<file path="src/design/rmq_pkg.sv">
// Shared types and constants for the rotation matrix to quaternion converter.
package rmq_pkg;

  typedef struct packed {
    logic signed [15:0] m00;
    logic signed [15:0] m01;
    logic signed [15:0] m02;
    logic signed [15:0] m10;
    logic signed [15:0] m11;
    logic signed [15:0] m12;
    logic signed [15:0] m20;
    logic signed [15:0] m21;
    logic signed [15:0] m22;
  } in_t;

  typedef struct packed {
    logic signed [15:0] quat_w;
    logic signed [15:0] quat_x;
    logic signed [15:0] quat_y;
    logic signed [15:0] quat_z;
  } out_t;

  localparam int          SGN_BITS = 6;
  localparam int          SGN_21M12 = 0;
  localparam int          SGN_02M20 = 1;
  localparam int          SGN_10M01 = 2;
  localparam int          SGN_10P01 = 3;
  localparam int          SGN_02P20 = 4;
  localparam int          SGN_21P12 = 5;

  localparam logic [15:0] SAT_POS     = 16'h7FFF;
  localparam logic [15:0] SAT_NEG     = 16'h8000;
  localparam logic [16:0] SAT_POS_MAG = 17'd32767;
  localparam logic [16:0] SAT_NEG_MAG = 17'd32768;

endpackage

</file>
<file path="src/design/rmq_front.sv">
// Front end: accept a matrix, form the clamped diagonal sums and the sign flags.
module rmq_front import rmq_pkg::*; #(
  parameter int FRAC_BITS = 14,
  parameter int UW        = 18
) (
  input  logic                        clk,
  input  logic                        rst_n,
  input  logic                        in_acc,
  input  in_t                         in_mat,
  output logic                        out_vld,
  output logic [4*UW+SGN_BITS-1:0]    out_item
);

  localparam int TW = UW + 1;
  localparam logic signed [TW-1:0] ONE =
    {{(TW-FRAC_BITS-1){1'b0}}, 1'b1, {FRAC_BITS{1'b0}}};

  logic signed [TW-1:0]       e00, e11, e22;
  logic signed [TW-1:0]       t0, t1, t2, t3;
  logic [UW-1:0]              u0, u1, u2, u3;
  logic signed [16:0]         d21m12, d02m20, d10m01, d10p01, d02p20, d21p12;
  logic [SGN_BITS-1:0]        sgn;
  logic                       vld_r;
  logic [4*UW+SGN_BITS-1:0]   item_r;

  always_comb begin
    e00 = TW'(in_mat.m00);
    e11 = TW'(in_mat.m11);
    e22 = TW'(in_mat.m22);
    t0  =  e00 + e11 + e22 + ONE;
    t1  =  e00 - e11 - e22 + ONE;
    t2  = -e00 + e11 - e22 + ONE;
    t3  = -e00 - e11 + e22 + ONE;
    u0  = t0[TW-1] ? '0 : t0[UW-1:0];
    u1  = t1[TW-1] ? '0 : t1[UW-1:0];
    u2  = t2[TW-1] ? '0 : t2[UW-1:0];
    u3  = t3[TW-1] ? '0 : t3[UW-1:0];
    d21m12 = 17'(in_mat.m21) - 17'(in_mat.m12);
    d02m20 = 17'(in_mat.m02) - 17'(in_mat.m20);
    d10m01 = 17'(in_mat.m10) - 17'(in_mat.m01);
    d10p01 = 17'(in_mat.m10) + 17'(in_mat.m01);
    d02p20 = 17'(in_mat.m02) + 17'(in_mat.m20);
    d21p12 = 17'(in_mat.m21) + 17'(in_mat.m12);
    sgn[SGN_21M12] = d21m12[16];
    sgn[SGN_02M20] = d02m20[16];
    sgn[SGN_10M01] = d10m01[16];
    sgn[SGN_10P01] = d10p01[16];
    sgn[SGN_02P20] = d02p20[16];
    sgn[SGN_21P12] = d21p12[16];
  end

  always_ff @(posedge clk) begin
    if (!rst_n) begin
      vld_r <= 1'b0;
    end else begin
      vld_r <= in_acc;
    end
  end

  always_ff @(posedge clk) begin
    if (in_acc) begin
      item_r <= {u3, u2, u1, u0, sgn};
    end
  end

  assign out_vld  = vld_r;
  assign out_item = item_r;

endmodule

</file>
<file path="config.mk">
export PLATFORM = sky130hd
export DESIGN_NAME = rmq_front
export DESIGN_NICKNAME = d
export VERILOG_FILES = /design/src/design/rmq_pkg.sv /design/src/design/rmq_front.sv
export SDC_FILE = /design/constraint.sdc
export NUM_CORES = 1
export LEC_CHECK = 0
export ABC_AREA = 1
export BUFFER_PORTS_ARGS = -buffer_cell sky130_fd_sc_hd__buf_4
export CELL_PAD_IN_SITES_DETAIL_PLACEMENT = 1
export CELL_PAD_IN_SITES_GLOBAL_PLACEMENT = 2
export CORE_UTILIZATION = 36
export DETAILED_ROUTE_END_ITERATION = 6
export GPL_ROUTABILITY_DRIVEN = 0
export PLACE_DENSITY = 0.95
export REMOVE_ABC_BUFFERS = 1
export SYNTH_ARGS = -nofsm -noshare
export SYNTH_HDL_FRONTEND = slang
export SYNTH_SLANG_ARGS = --single-unit
</file>
<file path="constraint.sdc">
create_clock -name clk -period 8.7 [get_ports clk]
set_input_delay 1.74 -clock clk [delete_from_list [all_inputs] [get_ports clk]]
set_output_delay 1.74 -clock clk [all_outputs]
set_load 0.01 [all_outputs]
</file>
==> flow_metrics.tcl <==
set metrics [dict create \
    tightest_slew_ps 1059 \
    grt_max_degree 80 \
    clock_tree.htree_level_count 3 \
    drtIter0Drc 392 \
    hold_ws_ps 1568 \
    clockRootBuffer "clkbuf_16" \
    slew_headroom_pct 29.41 \
    critical_path.endpoint_type "register" \
    timing.final.max_slew_violations 0 \
    synthesis.yosys.warnings 0 \
    area.sequential_mm2 0.002362 \
    design.final.nets 2170 \
    post-place-cells 2115 \
    ir_worst_vdd_mv 0.1037 \
    worst_setup_hold_path_clk_slew_ps 70 \
    dpl_worst_slack_ps 2775 \
    syn_inst 1492 \
    total_negative_setup_slacks_ps 0 \
    syn-cell-area_mm2 0.01169 \
    n_fill_cell 3958 \
    portBuffers 225 \
    yosys_register_bits 79 \
    fin_crit_ps 5701 \
    post_cts_setup_repair_bufs 0 \
    first_global_vias 11250 \
    cp_data_arrival_time_ps 5800 \
    layoutNonFillerInstCount 2132 \
    wl_um 34340 \
    worstSetupPathType "in2reg" \
    run_status "complete, no violations" \
    cap_viol_max_count 0 \
    async_flop_share_pct 0 \
    critical_path_peak_fanout 18 \
    final-setup-viol-count 0 \
    cellLeakagePower_nw 7.741 \
    drtPass1Iterations 4 \
    ratio_of_final_minimum_period_to_clock_period_pct 65.53 \
    netSwitchingFraction_pct 44.64 \
    drtAntennaViolNets 0 \
    gate_power_share_pct 60.8 \
    routedWlPerCell_um 16.11 \
    globalRouteMet2Util_pct 37.89 \
    drcViolationCount 0 \
    gr-usage-all-layers_pct 21.13 \
    top_level_ports 226 \
    synth_cell_types 32 \
    setup_ws_ps 2999 \
    grt_antenna_before_repair 1 \
    p_int_mw 1.516 \
    synth-seq-area-share_pct 20.21 \
    switchingPower_mw 1.223 \
    viasPerCell 4.892 \
    finalHoldViolCount 0 \
    global_route.overflow_total 0 \
    layout_commonest_cell "inv_1" \
    cts.sink_count 79 \
    worstSetupStartpointType "primary input" \
    global_route_wire_length_before_repair_um 55840 \
    synth-main-ff-cell "edfxtp_1" \
    unrepaired_setup_endpoints_after_global_routing "false" \
    cts_made_buffers 9 \
    postLayoutCoreUtil_pct 44.67 \
    top_library_cells_by_usage_in_the_layout_fill_and_taps_aside "inv_1, nand2_1, ha_1" \
    use_met3_pct 2.315 \
    multiInputGateArea_mm2 0.008134 \
    gr-max-usage-layer "met2" \
    rows 65 \
    power.share.clock_pct 16.6 \
    syn_to_final_growth_pct 21.20 \
    synth_edf_count 78 \
    fp.dieW_um 182.2 \
    cts_resized 0 \
    initial_core_util_pct 36.85 \
    design.core.area_mm2 0.03172 \
    sequentialPowerShare_pct 22.6 \
    syn-mean-instance-area_um2 7.834 \
    dp_hpwl_um 29530 \
    final_layout_size_suffix_gt1_share_pct 16.08 \
    dieHeight_um 182.2 \
    worstPathRequired_ps 8800 \
    die_area_mm2 0.03319 \
    holdCritPathClass "in2reg" \
    cts_tree "yes" \
    timing.fmax_mhz 175.4 \
    route.vias.total 10430 \
    groute.layer.met1.usage_pct 26.41 \
    hold_path_depth 3 \
    power_density_mw_per_mm2 193.3 \
    cts_buffer_depth 2 \
    hold_buffers 0 \
]
## routing by layer
layer  part of all wire, %  wire length [um]
met4                   2.6               890
met2                    49             16910
met3                   3.0              1031
met1                    45             15510
met5                     0                 0
## path summary, 6_finish.rpt
path | start | endpoint
max | in_mat[134] | out_item[47]
min | rst_n | out_vld
## cells in the mapped netlist (6+ instances only)
| master | number | area share [%] |
|---|---|---|
| a21o_1 | 8 | 0.51 |
| a21oi_1 | 93 | 4.0 |
| edfxtp_1 | 78 | 20 |
| fa_1 | 70 | 12 |
| ha_1 | 229 | 25 |
| inv_1 | 303 | 9.7 |
| nand2_1 | 298 | 9.6 |
| nand3_1 | 91 | 3.9 |
| nand4_1 | 6 | 0.32 |
| nor2_1 | 145 | 4.7 |
| nor2_2 | 18 | 0.96 |
| nor3_1 | 12 | 0.51 |
| nor4_1 | 8 | 0.43 |
| o21ai_0 | 33 | 1.4 |
| o31a_1 | 6 | 0.45 |
| or2_2 | 6 | 0.32 |
| xnor2_1 | 18 | 1.3 |
| xor2_1 | 31 | 2.3 |
## flip-flops by register name (all words and copies together) (netlist names)
name,count
out_vld,1
out_item,78
## power groups by stage
stage	Combinational [mW]	Clock, mW	Sequential, mW
floorplan	0.998	0	0.682
global placement	1.60	0	0.625
detailed placement	1.66	0	0.628
CTS	1.68	0.462	0.622
global route	1.87	0.479	0.631
finish	1.66	0.456	0.619
## per-stage QoR
stage,power (mW),cell area [um2]
4_1_cts,2.763,14160
3_3_place_gp,2.228,13830
6_report,2.739,14170
3_5_place_dp,2.283,13830
2_1_floorplan,1.680,11630
5_1_grt,2.982,14170
## final cells by class
class                      instances  area share [%]
clock buffer                      11           1.643
timing repair buffer             225           11.92
inverter                         303           8.028
antenna                            1         0.01766
sequential                        79           16.67
multi-input combinational       1106           57.41
tap                              402           3.550
clock inverter                     5          0.7507
## cells by family (layout without fill, tap and decap cells)
family	after synthesis	after routing	synth area share, %
DFF	79	79	20.21
buffers and inverters	307	544	10.20
other	0	1	0
xor gates and xnor gates	49	49	3.672
and+or+nand+nor	605	605	22.19
adders and majority gates	299	299	36.50
AOI/OAI and AO/OA	153	153	7.226
## critical path: stages
cell and delay, ps:
buf_4 140, nor2_1 160, inv_1 100, nor2_1 200, nand4_1 240, nor2_1 350, nand3_1 150, xnor2_1 170
inv_1 90, fa_1 470, ha_1 330, ha_1 390, nand2_1 110, nor2_1 190, inv_1 90, nor3_1 150
nand2_1 80, nand2_1 100, nand3_1 130, nand2_4 280, nor2_1 90
No activity file was read; power rests on OpenSTA's default activity.
