**config.mk**
```make
export PLATFORM = sky130hd
export DESIGN_NAME = rmq_fifo
export DESIGN_NICKNAME = d
export VERILOG_FILES = /design/src/design/rmq_fifo.sv
export SDC_FILE = /design/constraint.sdc
export NUM_CORES = 1
export LEC_CHECK = 0
export ABC_AREA = 1
export BUFFER_PORTS_ARGS = -buffer_cell sky130_fd_sc_hd__buf_2
export CORE_UTILIZATION = 42
export CTS_CLUSTER_SIZE = 10
export DETAILED_ROUTE_END_ITERATION = 8
export GPL_TIMING_DRIVEN = 0
export SLEW_MARGIN = 20
export SYNTH_ARGS = -nofsm -noshare
export SYNTH_HDL_FRONTEND = slang
export SYNTH_SLANG_ARGS = --single-unit
```
**constraint.sdc**
```tcl
create_clock -name clk -period 5.05 [get_ports clk]
set_input_delay 0.505 -clock clk [delete_from_list [all_inputs] [get_ports clk]]
set_output_delay 0.505 -clock clk [all_outputs]
set_load 0.005 [all_outputs]
```
**src/design/rmq_fifo.sv**
```systemverilog
// Two-entry queue between front end and back end.
module rmq_fifo #(
  parameter int W = 78
) (
  input  logic         clk,
  input  logic         rst_n,
  input  logic         in_push,
  input  logic [W-1:0] in_data,
  output logic         out_full,
  output logic         out_vld,
  output logic [W-1:0] out_data
);

  logic [W-1:0] mem_r [2];
  logic         wp_r, wp_nxt;
  logic         rp_r, rp_nxt;
  logic [1:0]   cnt_r, cnt_nxt;
  logic         pop;
  logic         vld_r;
  logic [W-1:0] dout_r;

  always_comb begin
    pop     = (cnt_r != 2'd0);
    wp_nxt  = in_push ? ~wp_r : wp_r;
    rp_nxt  = pop ? ~rp_r : rp_r;
    cnt_nxt = cnt_r + 2'(in_push) - 2'(pop);
  end

  always_ff @(posedge clk) begin
    if (!rst_n) begin
      wp_r  <= 1'b0;
      rp_r  <= 1'b0;
      cnt_r <= 2'd0;
      vld_r <= 1'b0;
    end else begin
      wp_r  <= wp_nxt;
      rp_r  <= rp_nxt;
      cnt_r <= cnt_nxt;
      vld_r <= pop;
    end
  end

  always_ff @(posedge clk) begin
    if (in_push) begin
      mem_r[wp_r] <= in_data;
    end
    if (pop) begin
      dout_r <= mem_r[rp_r];
    end
  end

  assign out_full = (cnt_r == 2'd2);
  assign out_vld  = vld_r;
  assign out_data = dout_r;

endmodule

```
==> metrics.txt, run 1 <==
outcome completed; post-route cell area 0.0103 mm²; H-tree depth 1; vias per cell 4.58; worst vdd ir 0.000268 V; clock slew at reported path FFs 60 ps; top post-synthesis cells by count nand2_1, edfxtp_1, nor2_1; dpl cell area 0.00950 mm²; kind of end point of the critical path primary output; post-DP HPWL 9.47 mm; min Tclk post-route 1710 ps; 1st-iter DRT viols approximately 160; GP Congestion 0.709; Yosys reg bits 239; post-synthesis mux area share 0%; largest net degree at the start of global routing 54; critical path fanouts, max 4; Antenna Cells 0; Simple-Gate Fraction of Synth Area 11.4%; Row Count 50; root buf cell clkbuf_16; sequential share of the synthesized area 86.5%; # placed instances 940; fraction of registers with async set/reset 0%; Post-Syn Area slightly above 0.008 mm²; Clock Skew 6.34 ps; WS Path Type flop to primary output; fmax 0.585 GHz; Core Util, Final 54.5%; first-pass GRT wire length about 23 mm; Register Area 0.00713 mm²; largest family of logic cells by synthesized area simple AND/OR/NAND/NOR gates; Overall Global Routing Usage 15.1%; Area contributors post-synth edfxtp_1, nand2_1, dfxtp_1; crit path DAT 1200 ps; Final setup viols 0; P_sw 0.000866 W; WL final approximately 15 mm; worst skew pair latency 510 ps; Synth Area in Compound Gates 0.0607%; post-synthesis xor/xnor area fraction 0%; ANT nets after route 0; number of fill cells 1561; Pre-antenna DRT Iters 4; pwr dens 424 mW/mm²; RR Startpoint wp_r; Setup crit start cnt_r[1]; vias about 4.5k; yosys warns 0; adder-cell share of the synthesized area 0.152%; Sw Ratio 19.8%; Critical Path Source Type flop; Post-Syn Area per Cell between 15 and 20 µm²; # hold bufs at CTS 0; Max-cap violations 0; CTS tree done; count of cell types in the netlist 13; core area between 0.015 and 0.02 mm²; LEAKAGE 4.16 nW; Post-Route Setup TNS 0 ps; worst slew pin tran 688 ps; DRC Markers 0; final worst path period share between 30% and 40%; internal power approximately 0.0035 W; prevailing post-synth register cell edfxtp_1; I/O Pins 161; largest area contributor in the netlist edfxtp_1; grt ovf 0; post-DR wirelength/cell 15.4 µm; Post-synth EDFFs 234; RSZ-0062 raised after global routing no; proportion of layout cells with a drive suffix above 1 30.2%; Die Wd 142 µm; die area 0.0202 mm²; Clock Tree Buf Depth 3; port buffer count 160; Layout area overhead 25.3%; post-CTS setup buffers 0; most frequent cell after synthesis nand2_1; hold_sp in_data[71]; cells after synthesis 515; CP required 4550 ps; Flop pwr share 53.3%; footprint of the multi-input gates around 970 µm²; syn nets 597; Starting Density 43.5%; chip height 142 µm; Worst Hold Class input port to flop; Non-Filler Instances 983; clock share of power between 40% and 50%; Num Clock Sinks 239; Synth top area share 85.3%; headroom to the max-slew limit 54.1%; nets@finish about 790; CTS Buf Count 28; Hold Fails Final Rpt 0; Gate power share 5.5%; final max-slew violation count 0; vias in the first global route 4718; initial antenna violation count 1; post-cts sizing count 0
[worst max-delay path: stages, from the launching register on]
cell and delay, ps:
dfxtp_1 390, inv_1 80, nor2_1 90, buf_2 140
[area by class of cell]
class,count,area share [%]
buffer,17,1.21
clock buffer,41,7.66
clock inverter,2,0.327
inverter,7,0.327
multi-input combinational,252,9.36
sequential,239,69.0
tap,260,3.15
timing repair buffer,165,8.94
[registers in the layout (all words and copies together), names as in the netlist]
signal,flops
mem_r,156
out_data,78
out_vld,1
rp_r,1
wp_r,1
cnt_r,2
[layer usage]
layer / routed length [µm] / GRT usage [%]
met1: 6130 / 17.7
met2: 7800 / 27.4
met3: 912 / 3.33
met4: 320 / 4.87
met5: 12 / 0
[per-stage QoR]
step	hold WS [ps]	worst slack, ps	total power (W)
after global placement	489	-1550	0.00260
after floorplan	487	720	0.00249
after global routing	161	3260	0.00454
after CTS	151	3310	0.00444
final	176	3340	0.00438
after detailed placement	495	3050	0.00262
[path summary, 6_finish.rpt]
kind             endpoint  slack, ps  cells after the start
max              out_full       3340                      3
min          mem_r[1][71]        180                      1
max reg2reg   mem_r[1][5]       3390                      3
min reg2reg  out_data[15]        510                      2
[placed cells by master (no fill, tap or decap), drive strengths merged]
cell type	n
buf	182
nor3	1
clkbuf	41
bufinv	1
inv	7
edfxtp	234
clkinv	1
a21oi	1
nand3	1
nor2	9
dfxtp	5
ha	1
nand2	239
[cells by family after synthesis]
logic type / after synthesis
AOI/OAI and AO/OA: 1
adders and majority gates: 1
buffers and inverters: 24
and+or+nand+nor: 250
DFF: 239
[power groups by stage]
stage	Sequential (W)	Combinational [W]	Clock (W)
final	0.00233	0.000242	0.00180
after floorplan	0.00238	0.000109	0
after detailed placement	0.00237	0.000248	0
after global placement	0.00238	0.000222	0
after CTS	0.00233	0.000250	0.00185
after global routing	0.00234	0.000274	0.00193
No activity file was read; power rests on OpenSTA's default activity.
==> run 2: changes to the inputs <==
--- a/config.mk
+++ b/config.mk
@@ -11,6 +11,7 @@
 export CTS_CLUSTER_SIZE = 10
 export DETAILED_ROUTE_END_ITERATION = 8
 export GPL_TIMING_DRIVEN = 0
+export PLACE_DENSITY = 0.66
 export SLEW_MARGIN = 20
 export SYNTH_ARGS = -nofsm -noshare
 export SYNTH_HDL_FRONTEND = slang
==> constraint.sdc (replaced) <==
create_clock -name clk -period 1.45 [get_ports clk]
set_input_delay 0.145 -clock clk [delete_from_list [all_inputs] [get_ports clk]]
set_output_delay 0.145 -clock clk [all_outputs]
set_load 0.005 [all_outputs]
==> metrics.txt, run 2 (synthesis results as in run 1) <==
Gate power share 7.1% (+1.6 points); Hold Fails Final Rpt 0 (unchanged); vias 4842 (+7.5%); commonest non-fill, non-tap cell in the layout nand2_1; commonest non-fill, non-tap cells in the layout nand2_1, edfxtp_1, buf_2; outcome completed; internal power 0.0119 W (+240%); WS Path Type flop to primary output; LEAKAGE 4.47 nW (+7.4%); CTS Buf Count 27 (-3.6%); root buf cell clkbuf_16; fin worst setup slack 74.4 ps (-3270 ps); largest net degree at the start of global routing 32 (-41%); kind of end point of the critical path primary output; Die Wd 142 µm (unchanged); worst slew pin tran 351 ps (-337 ps); final max-slew violation count 0 (unchanged); CTS tree done; vias per cell 4.54 (-0.94%); clock slew at reported path FFs 50 ps (about the same); RSZ-0062 raised after global routing no; max reg flops 156 (unchanged); ANT nets after route 0 (unchanged); Starting Density 43.5% (unchanged); post-DR wirelength/cell 15.4 µm (-0.28%); Fin Hold WS 352 ps (+176 ps); DRC Markers 0 (unchanged); Sw Ratio 20.1% (+0.37 points); WL final 16.4 mm (+8.2%); min Tclk post-route 1380 ps; headroom to the max-slew limit 76.5% (+22 points); post-route cell area 0.0111 mm² (+7.6%); vias in the first global route 4882 (+3.5%); P_sw 0.00300 W (+250%); Overall Global Routing Usage 16.2% (+1.1 points); initial antenna violation count 0 (-1); crit path DAT 1230 ps (+30 ps); dpl cell area 0.00955 mm² (+0.50%); I/O Pins 161 (unchanged); Critical Path Source Type flop; setup slack at placement -379 ps (-3430 ps); port buffer count 160 (unchanged); worst skew pair latency 510 ps (about the same); core area 0.0190 mm² (unchanged); nets@finish 879 (+11%); Flop pwr share 54.6% (+1.3 points); Worst Hold Class input port to flop; GP Congestion 0.722 (+1.9%); CP required 1310 ps (-3240 ps); critical path fanouts, max 4 (unchanged); number of fill cells 1456 (-6.7%); Antenna Cells 0 (unchanged); first-pass GRT wire length 24.8 mm (+5.6%); Clock Tree Buf Depth 3 (unchanged); proportion of layout cells with a drive suffix above 1 27.9% (-2.3 points); pwr dens 1340 mW/mm² (+220%); Final setup viols 0 (unchanged); Clock Skew 4.98 ps (-1.36 ps); 1st-iter DRT viols 180 (+14%); chip height 142 µm (unchanged); Max-cap violations 0 (unchanged); final worst path period share about 95%; Layout area overhead 34.9%; grt ovf 0 (unchanged); post-DP HPWL 10.1 mm (+6.6%); Pre-antenna DRT Iters 4 (unchanged); clock share of power 38.4% (-2.8 points); H-tree depth 1 (unchanged); fmax between 0.7 and 0.8 GHz; Row Count 50 (unchanged); worst vdd ir 0.00104 V (+290%); die area 0.0202 mm² (unchanged); Num Clock Sinks 239 (unchanged); largest reg by FF count mem_r
[run 2: cell count changes in the layout (fill, tap and decap cells not counted), moves of 3 or more]
| cell | before | now |
|---|---|---|
| buf_12 | 2 | 5 |
| buf_4 | 6 | 10 |
| clkinvlp_4 | 0 | 4 |
| dlygate4sd3_1 | 0 | 80 |
[run 2: final timing paths]
| path | start | to | cells past startpoint | slack [ps] |
|---|---|---|---|---|
| worst min-delay path | in_data[72] | mem_r[1][72] | 2 | 350 |
| worst max-delay path | cnt_r[1] | out_full | 3 | 70 |
| worst min register to register | mem_r[0][63] | out_data[63] | 2 | 510 |
| worst max register to register | cnt_r[0] | out_data[51] | 3 | 150 |
[run 2: metrics by stage]
stage                     cells  power [W]  utilization, %  TNS (ps)
after global placement      935    0.00905            49.6   -281080
after detailed placement    942    0.00914            50.4    -37030
after global routing       1067     0.0154            58.6         0
final                      1067     0.0149            58.6         0
after CTS                  1067     0.0150            58.6         0
after floorplan             515    0.00866               -   -114780
[run 2: metal layers]
metal	vias to the layer above	GRT usage [%]	wire length [µm]
li1	2351	-	-
met1	2299	17.9	6400
met2	156	31.4	8880
met3	36	3.23	770
met4	0	4.41	372
met5	-	0	0
[run 2: critical path, cell delays in order, from the launching register on]
cell and delay [ps]:
dfxtp_1 410, inv_1 80, nor2_1 110, buf_2 130
[run 2: area by class of cell]
type	instances	area [µm²]	area share (%)
plain buffers	17	125	1.13
clock buffers	39	721	6.48
inverters	7	36.3	0.326
multi-input cells	252	976	8.78
flip-flops and latches	239	7130	64.1
well taps	260	325	2.93
repair buffers	251	1790	16.1
repair inverters	2	15.0	0.135
[run 2: what timing repair did]
action	4_1_cts	5_1_grt
endpoints found under the hold margin	161	0
endpoints found under the setup margin	157	0
hold buffers	80	0
buffers inserted	4	0
gates resized for setup	2	0
[run 2: power groups by stage]
stage / Clock (W) / Sequential (W) / Combinational, W
after floorplan: 0 / 0.00827 / 0.000387
after global placement: 0 / 0.00827 / 0.000775
after CTS: 0.00585 / 0.00812 / 0.00107
after detailed placement: 0 / 0.00826 / 0.000877
after global routing: 0.00608 / 0.00815 / 0.00117
final: 0.00571 / 0.00812 / 0.00105
